==> src/rtl/csfs_pkg.sv <==
// Shared constants, payload types and policy codes for the contiguous slot fit search.
package csfs_pkg;

  localparam int SLOTS   = 32;
  localparam int MAP_W   = 32;
  localparam int REQ_W   = 6;
  localparam int START_W = 5;
  localparam int POL_W   = 2;
  localparam int IDX_W   = (SLOTS > 1) ? $clog2(SLOTS) : 1;
  localparam int LEN_W   = $clog2(SLOTS + 1);
  localparam int CMP_W   = (LEN_W > REQ_W) ? LEN_W : REQ_W;

  localparam logic [POL_W-1:0] POL_FIRST = 2'd0;
  localparam logic [POL_W-1:0] POL_BEST  = 2'd1;
  localparam logic [POL_W-1:0] POL_WORST = 2'd2;

  typedef struct packed {
    logic [MAP_W-1:0] occupied_map;
    logic [REQ_W-1:0] requested_size;
  } in_t;

  typedef struct packed {
    logic               found;
    logic [START_W-1:0] start_slot;
  } out_t;

  typedef struct packed {
    logic             found;
    logic [IDX_W-1:0] index;
  } pick_t;

endpackage

==> src/rtl/csfs_pick.sv <==
// Tree selection of the winning free run among all candidate run starts.
module csfs_pick (
  input  logic [csfs_pkg::SLOTS-1:0]                      cand_valid,
  input  logic [csfs_pkg::SLOTS-1:0][csfs_pkg::LEN_W-1:0] cand_len,
  input  logic [csfs_pkg::POL_W-1:0]                      policy,
  output csfs_pkg::pick_t                                 pick
);

  localparam int P     = 1 << csfs_pkg::IDX_W;
  localparam int NODES = 2 * P - 1;
  localparam int KEY_W = csfs_pkg::LEN_W + csfs_pkg::IDX_W;

  typedef struct packed {
    logic             valid;
    logic [KEY_W-1:0] key;
  } node_t;

  node_t                      tree [NODES];
  logic [csfs_pkg::LEN_W-1:0] metric;

  always_comb begin
    for (int i = 0; i < P; i++) begin
      if (i < csfs_pkg::SLOTS) begin
        unique case (policy)
          csfs_pkg::POL_BEST:  metric = cand_len[i];
          csfs_pkg::POL_WORST: metric = ~cand_len[i];
          default:             metric = '0;
        endcase
        tree[P-1+i].valid = cand_valid[i];
      end else begin
        metric            = '0;
        tree[P-1+i].valid = 1'b0;
      end
      // lower index in the key keeps the earliest run on ties
      tree[P-1+i].key = {metric, csfs_pkg::IDX_W'(i)};
    end
    for (int n = P - 2; n >= 0; n--) begin
      if (tree[2*n+1].valid && (!tree[2*n+2].valid || tree[2*n+1].key <= tree[2*n+2].key)) begin
        tree[n] = tree[2*n+1];
      end else begin
        tree[n] = tree[2*n+2];
      end
    end
    pick.found = tree[0].valid;
    pick.index = tree[0].key[csfs_pkg::IDX_W-1:0];
  end

endmodule

==> src/rtl/contiguous_slot_fit_search.sv <==
// Top level of the contiguous slot fit search: input register, run search, result register.
// A request is taken into the input stage (in_valid_r, in_data_r); its result is registered in
// the result stage (out_valid_r, out_data_r) and is shown on out_valid and out_data.
// Throughput: one request per cycle; busy stays low, the run search is one registered pass.
// Reset (rst_n low, synchronous): drop all requests in flight and set fit_policy to first fit.
// The receiver cannot stall: each result is presented for exactly one cycle.
module contiguous_slot_fit_search (
  input  logic                         clk,
  input  logic                         rst_n,
  input  logic                         start,
  output logic                         busy,
  input  csfs_pkg::in_t                in_data,
  input  logic                         cfg_we,
  input  logic [csfs_pkg::POL_W-1:0]   cfg_wdata,
  output logic                         out_valid,
  output csfs_pkg::out_t               out_data
);

  localparam int S = csfs_pkg::SLOTS;

  logic [csfs_pkg::POL_W-1:0] policy_r;

  // input stage
  logic          in_valid_r;
  csfs_pkg::in_t in_data_r;

  // result stage
  logic           out_valid_r;
  csfs_pkg::out_t out_data_r;
  csfs_pkg::out_t out_data_nxt;

  logic [S-1:0]                      slot_free;
  logic [S-1:0]                      prev_free;
  logic [S-1:0]                      cand_valid;
  logic [S-1:0][csfs_pkg::LEN_W-1:0] cand_len;
  logic [csfs_pkg::LEN_W-1:0]        stop;
  csfs_pkg::pick_t                   pick;

  // every cycle is open for a transfer
  assign busy = 1'b0;

  always_ff @(posedge clk) begin
    if (!rst_n) begin
      policy_r <= csfs_pkg::POL_FIRST;
    end else if (cfg_we) begin
      policy_r <= cfg_wdata;
    end
  end

  always_ff @(posedge clk) begin
    if (!rst_n) begin
      in_valid_r  <= 1'b0;
      out_valid_r <= 1'b0;
    end else begin
      in_valid_r  <= start && !busy;
      out_valid_r <= in_valid_r;
    end
  end

  // payload registers hold no reset
  always_ff @(posedge clk) begin
    in_data_r  <= in_data;
    out_data_r <= out_data_nxt;
  end

  // Slots past the end of the map read as free; the slot past the last one
  // acts as an occupied boundary that closes the final run.
  always_comb begin
    for (int i = 0; i < S; i++) begin
      if (i < csfs_pkg::MAP_W) begin
        slot_free[i] = !in_data_r.occupied_map[i];
      end else begin
        slot_free[i] = 1'b1;
      end
    end
    prev_free = {slot_free[S-2:0], 1'b0};
  end

  // Each slot that opens a run gets the run's length: the distance to the
  // nearest occupied slot at or above it. A run qualifies when it is at least
  // the requested length; a zero request never qualifies.
  always_comb begin
    for (int i = 0; i < S; i++) begin
      stop = csfs_pkg::LEN_W'(S);
      for (int j = S - 1; j >= 0; j--) begin
        if (j >= i && !slot_free[j]) begin
          stop = csfs_pkg::LEN_W'(j);
        end
      end
      cand_len[i]   = stop - csfs_pkg::LEN_W'(i);
      cand_valid[i] = slot_free[i] && !prev_free[i]
                      && (in_data_r.requested_size != '0)
                      && (csfs_pkg::CMP_W'(cand_len[i])
                          >= csfs_pkg::CMP_W'(in_data_r.requested_size));
    end
  end

  csfs_pick u_pick (
    .cand_valid (cand_valid),
    .cand_len   (cand_len),
    .policy     (policy_r),
    .pick       (pick)
  );

  // force the start slot to zero on failure
  always_comb begin
    out_data_nxt.found      = pick.found;
    out_data_nxt.start_slot = pick.found ? csfs_pkg::START_W'(pick.index) : '0;
  end

  assign out_valid = out_valid_r;
  assign out_data  = out_data_r;

`ifndef NO_ASSERTIONS
  // every transfer yields its result strobe through the input and result stages
  a_latency: assert property (@(posedge clk) disable iff (!rst_n)
    start && !busy |=> ##1 out_valid)
    else $error("result strobe missing two cycles after a transfer");

  // a failed search reports slot zero
  a_fail_zero: assert property (@(posedge clk) disable iff (!rst_n)
    out_valid && !out_data.found |-> out_data.start_slot == '0)
    else $error("start slot not zero on failure");

  // a zero-length request never succeeds
  a_zero_req: assert property (@(posedge clk) disable iff (!rst_n)
    out_valid && $past(start, 2) && $past(in_data.requested_size, 2) == '0
    |-> !out_data.found)
    else $error("zero request reported as found");
`endif

endmodule

==> config.mk <==
export PLATFORM = sky130hd
export DESIGN_NAME = contiguous_slot_fit_search
export DESIGN_NICKNAME = d
export VERILOG_FILES = /design/src/rtl/csfs_pkg.sv /design/src/rtl/csfs_pick.sv /design/src/rtl/contiguous_slot_fit_search.sv
export SDC_FILE = /design/constraint.sdc
export NUM_CORES = 1
export LEC_CHECK = 0
export BUFFER_PORTS_ARGS = -buffer_cell sky130_fd_sc_hd__buf_2
export CAP_MARGIN = 25
export CORE_MARGIN = 2
export CORE_UTILIZATION = 55
export CTS_CLUSTER_DIAMETER = 150
export DETAILED_ROUTE_END_ITERATION = 8
export GPL_TIMING_DRIVEN = 0
export PLACE_DENSITY = 0.78
export SYNTH_ARGS = -nofsm -noshare
export SYNTH_HDL_FRONTEND = slang
export SYNTH_SLANG_ARGS = --single-unit
==> constraint.sdc <==
create_clock -name clk -period 10.6 [get_ports clk]
set_input_delay 0 -clock clk [delete_from_list [all_inputs] [get_ports clk]]
set_output_delay 0 -clock clk [all_outputs]
set_load 0.005 [all_outputs]
==> results.toml <==
[synthesis]
synth-seq-cells = 48
synth-main-ff-cell = "dfxtp_1"
yosysSeqAreaShare = 0.0709
syn-cell-area_um2 = 13600
syn_area_per_cell_um2 = 7.24
synth_warnings = 0
synth_edf_count = 0
ys_async_sr_fraction = 0
synth_cells = 1872
ys_types = 110

[power]
power.leakage_nw = 7.74
ir_worst_vdd_mv = 0.0619
power_density_nw_per_um2 = 84.1
power.total_w = 0.00135

[global_routing]
grt_pass1_vias = 14500
overflow = 0
grt_use_total = 0.374
grt_max_degree = 33
grt_pass1_wl_mm = 77.0
antenna_found_initial = 1

[floorplan]
coreArea_um2 = 24200
io_pins = 52
die-area_um2 = 25900
die_y_um = 161
start_util = 0.559
die_w_um = 161
std_cell_rows = 57

[sta]
setup_viol = 1
worst_pin_slew_ns = 1.07
fin_worst_skew_ns = 0.00273
fmax_mhz = 94.1
drv_slew = 0
slew_headroom = 0.286
period_minus_slack_ns = 10.63
fin_ws_ns = -0.0310
fin_crit_sh = 1.00
rsz0062_at_grt = "true"
hold_violations = 0

[worst_hold_path]
hp-class = "in -> reg"

[route]
wl_mm = 49.8
viasPerCell = 6.39
drc = 0
vias = 15300
drt-wirelength-per-cell_um = 20.8
first_pass_iters = 6
drt_iter0_markers = 1562
drtAntennaViolNets = 0

[placed_design]
pre_cts_ws_ns = -2.44
port_buffers = 50
gp_congestion = 1.00
postPlaceCellArea_um2 = 14400
dp_hpwl_mm = 36.9

[outcome]
violations = "negative setup slack"
status = "finished with violations"

[layout]
layout-drive-gt1-share = 0.158
layout_commonest_cell = "ha_1"
finalInstanceArea_um2 = 16100
final_nets = 2393
final_cell_mix = "ha_1 (273), nand2_1 (174), nor2_1 (157), o21ai_0 (155), a21oi_1 (128)"
syn_to_final_growth_pct = 18.9

[flow_run]
maxCapViolCount = 0

[worst_setup_path]
cp_common_cell = "a21o_1"
worstSetupEndpointType = "flip-flop"
crit_fanout = 8
cp_slowest_stage_delay_ns = 0.45
crit_slowest_cell = "or3_4"
worstSetupStartpointType = "flip-flop"
cp_data_required_time_ns = 10.83
crit_arrival_ns = 10.86
crit_type = "reg -> reg"

[cts]
clock_sinks = 48
cts_tree = "built"
clock_latency_ns = 0.32
cts-root-buf = "clkbuf_16"
cts_inserted_buffers = 5
h-tree-depth = 2
clk_pin_slew_ns = 0.09
clockBufferDepth = 2
[Yosys cell counts (all sizes together) (6+ instances only)]
library cell,instances,area share
nand2b,52,0.024
a22oi,6,0.0033
xor2,13,0.0084
a31oi,15,0.0085
nand2,184,0.052
mux2,13,0.011
o22ai,7,0.0037
a21o,50,0.028
nor3,44,0.019
o21ai,184,0.070
ha,278,0.26
and4,6,0.0042
xnor2,29,0.019
nand4,12,0.0055
a211oi,31,0.018
a21oi,133,0.049
o21a,38,0.022
a221oi,7,0.0050
o211ai,6,0.0033
clkbuf,54,0.015
and3,12,0.0055
nand3,34,0.013
or3,17,0.0086
o211a,7,0.0063
nor2b,26,0.012
dfxtp,48,0.071
or2,14,0.0065
buf,24,0.0085
nor4,12,0.0076
o2111ai,12,0.0082
a21boi,8,0.0044
nor2,171,0.049
inv,131,0.036
o311ai,7,0.0045
and2,10,0.0046
mux2i,89,0.068
o31ai,8,0.0054
[per-stage QoR]
stage	setup TNS (ns)	instances	util	hold slack, ns
after global routing	-1.88	2396	0.664	0.315
after CTS	0	2379	0.651	0.299
final	-0.0310	2397	0.665	0.305
after detailed placement	-11.66	2277	0.593	0.104
after global placement	-10.76	2276	0.592	0.102
after floorplan	0	1902	-	0.0277
[per-layer routing]
metal  vias to the layer above  wire length (um)  share of wire  track usage
li1                       7235                 -              -            -
met1                      7123             20100           0.40        0.458
met2                       758             22900           0.46        0.641
met3                       189              4160          0.084       0.0575
met4                         0              2660          0.053        0.184
met5                         -                 0              0            0
[registers in the layout (all words and copies together) (netlist names)]
name        flops
in_data_r      38
out_data        6
in_valid_r      1
out_valid       1
policy_r        2
[cell families after synthesis]
kind of cell             after synthesis  share of synthesized area
AO/OA/AOI/OAI                        574                      0.281
XOR/XNOR                              42                     0.0271
adder cells (fa/ha/maj)              279                      0.257
buffers and inverters                211                     0.0604
flip-flops                            48                     0.0709
multiplexers                         102                     0.0786
other                                  1                   0.000277
AND/OR/NAND/NOR                      615                      0.225
[worst paths after layout]
| path | endpoint | slack [ns] | startpoint | cells after the start |
|---|---|---|---|---|
| max reg2reg | out_data[0] | -0.03 | in_data_r[37] | 53 |
| min reg2reg | out_valid | 0.47 | in_valid_r | 1 |
| max | out_data[0] | -0.03 | in_data_r[37] | 53 |
| min | in_data_r[8] | 0.31 | in_data[8] | 2 |
[final cells by class]
cell class                      instances  area [um^2]
Multi-Input combinational cell       1643        12400
Clock inverter                          3         47.5
Buffer                                 70          345
Timing Repair Buffer                  170         1300
Antenna cell                            1         2.50
Sequential cell                        48          976
Tap cell                              324          405
Clock buffer                            5          125
Inverter                              133          505
Fill cell                            2162         8130
[critical path: cells and delay by family (launching register included)]
family	cells	cell delay, ns
AND/OR/NAND/NOR	11	1.71
adder cells (fa/ha/maj)	5	1.38
flip-flops	1	0.36
AO/OA/AOI/OAI	29	5.59
XOR/XNOR	1	0.29
buffers and inverters	3	0.32
multiplexers	4	0.87
[power breakdown]
group          internal [W]  total, W  switching, W
Combinational      0.000388  0.000922      0.000534
Clock              0.000113  0.000215      0.000102
Sequential         0.000200  0.000217     0.0000174
[timing repair]
item / in CTS / in global routing
endpoints found under the setup margin: 5 / 5
buffers inserted: 54 / 20
hold endpoints to repair: 42 / 0
hold buffers: 45 / 0
pin swaps: 43 / 52
resized for setup: 103 / 64
Note: power is estimated with default switching activity, not from simulation.
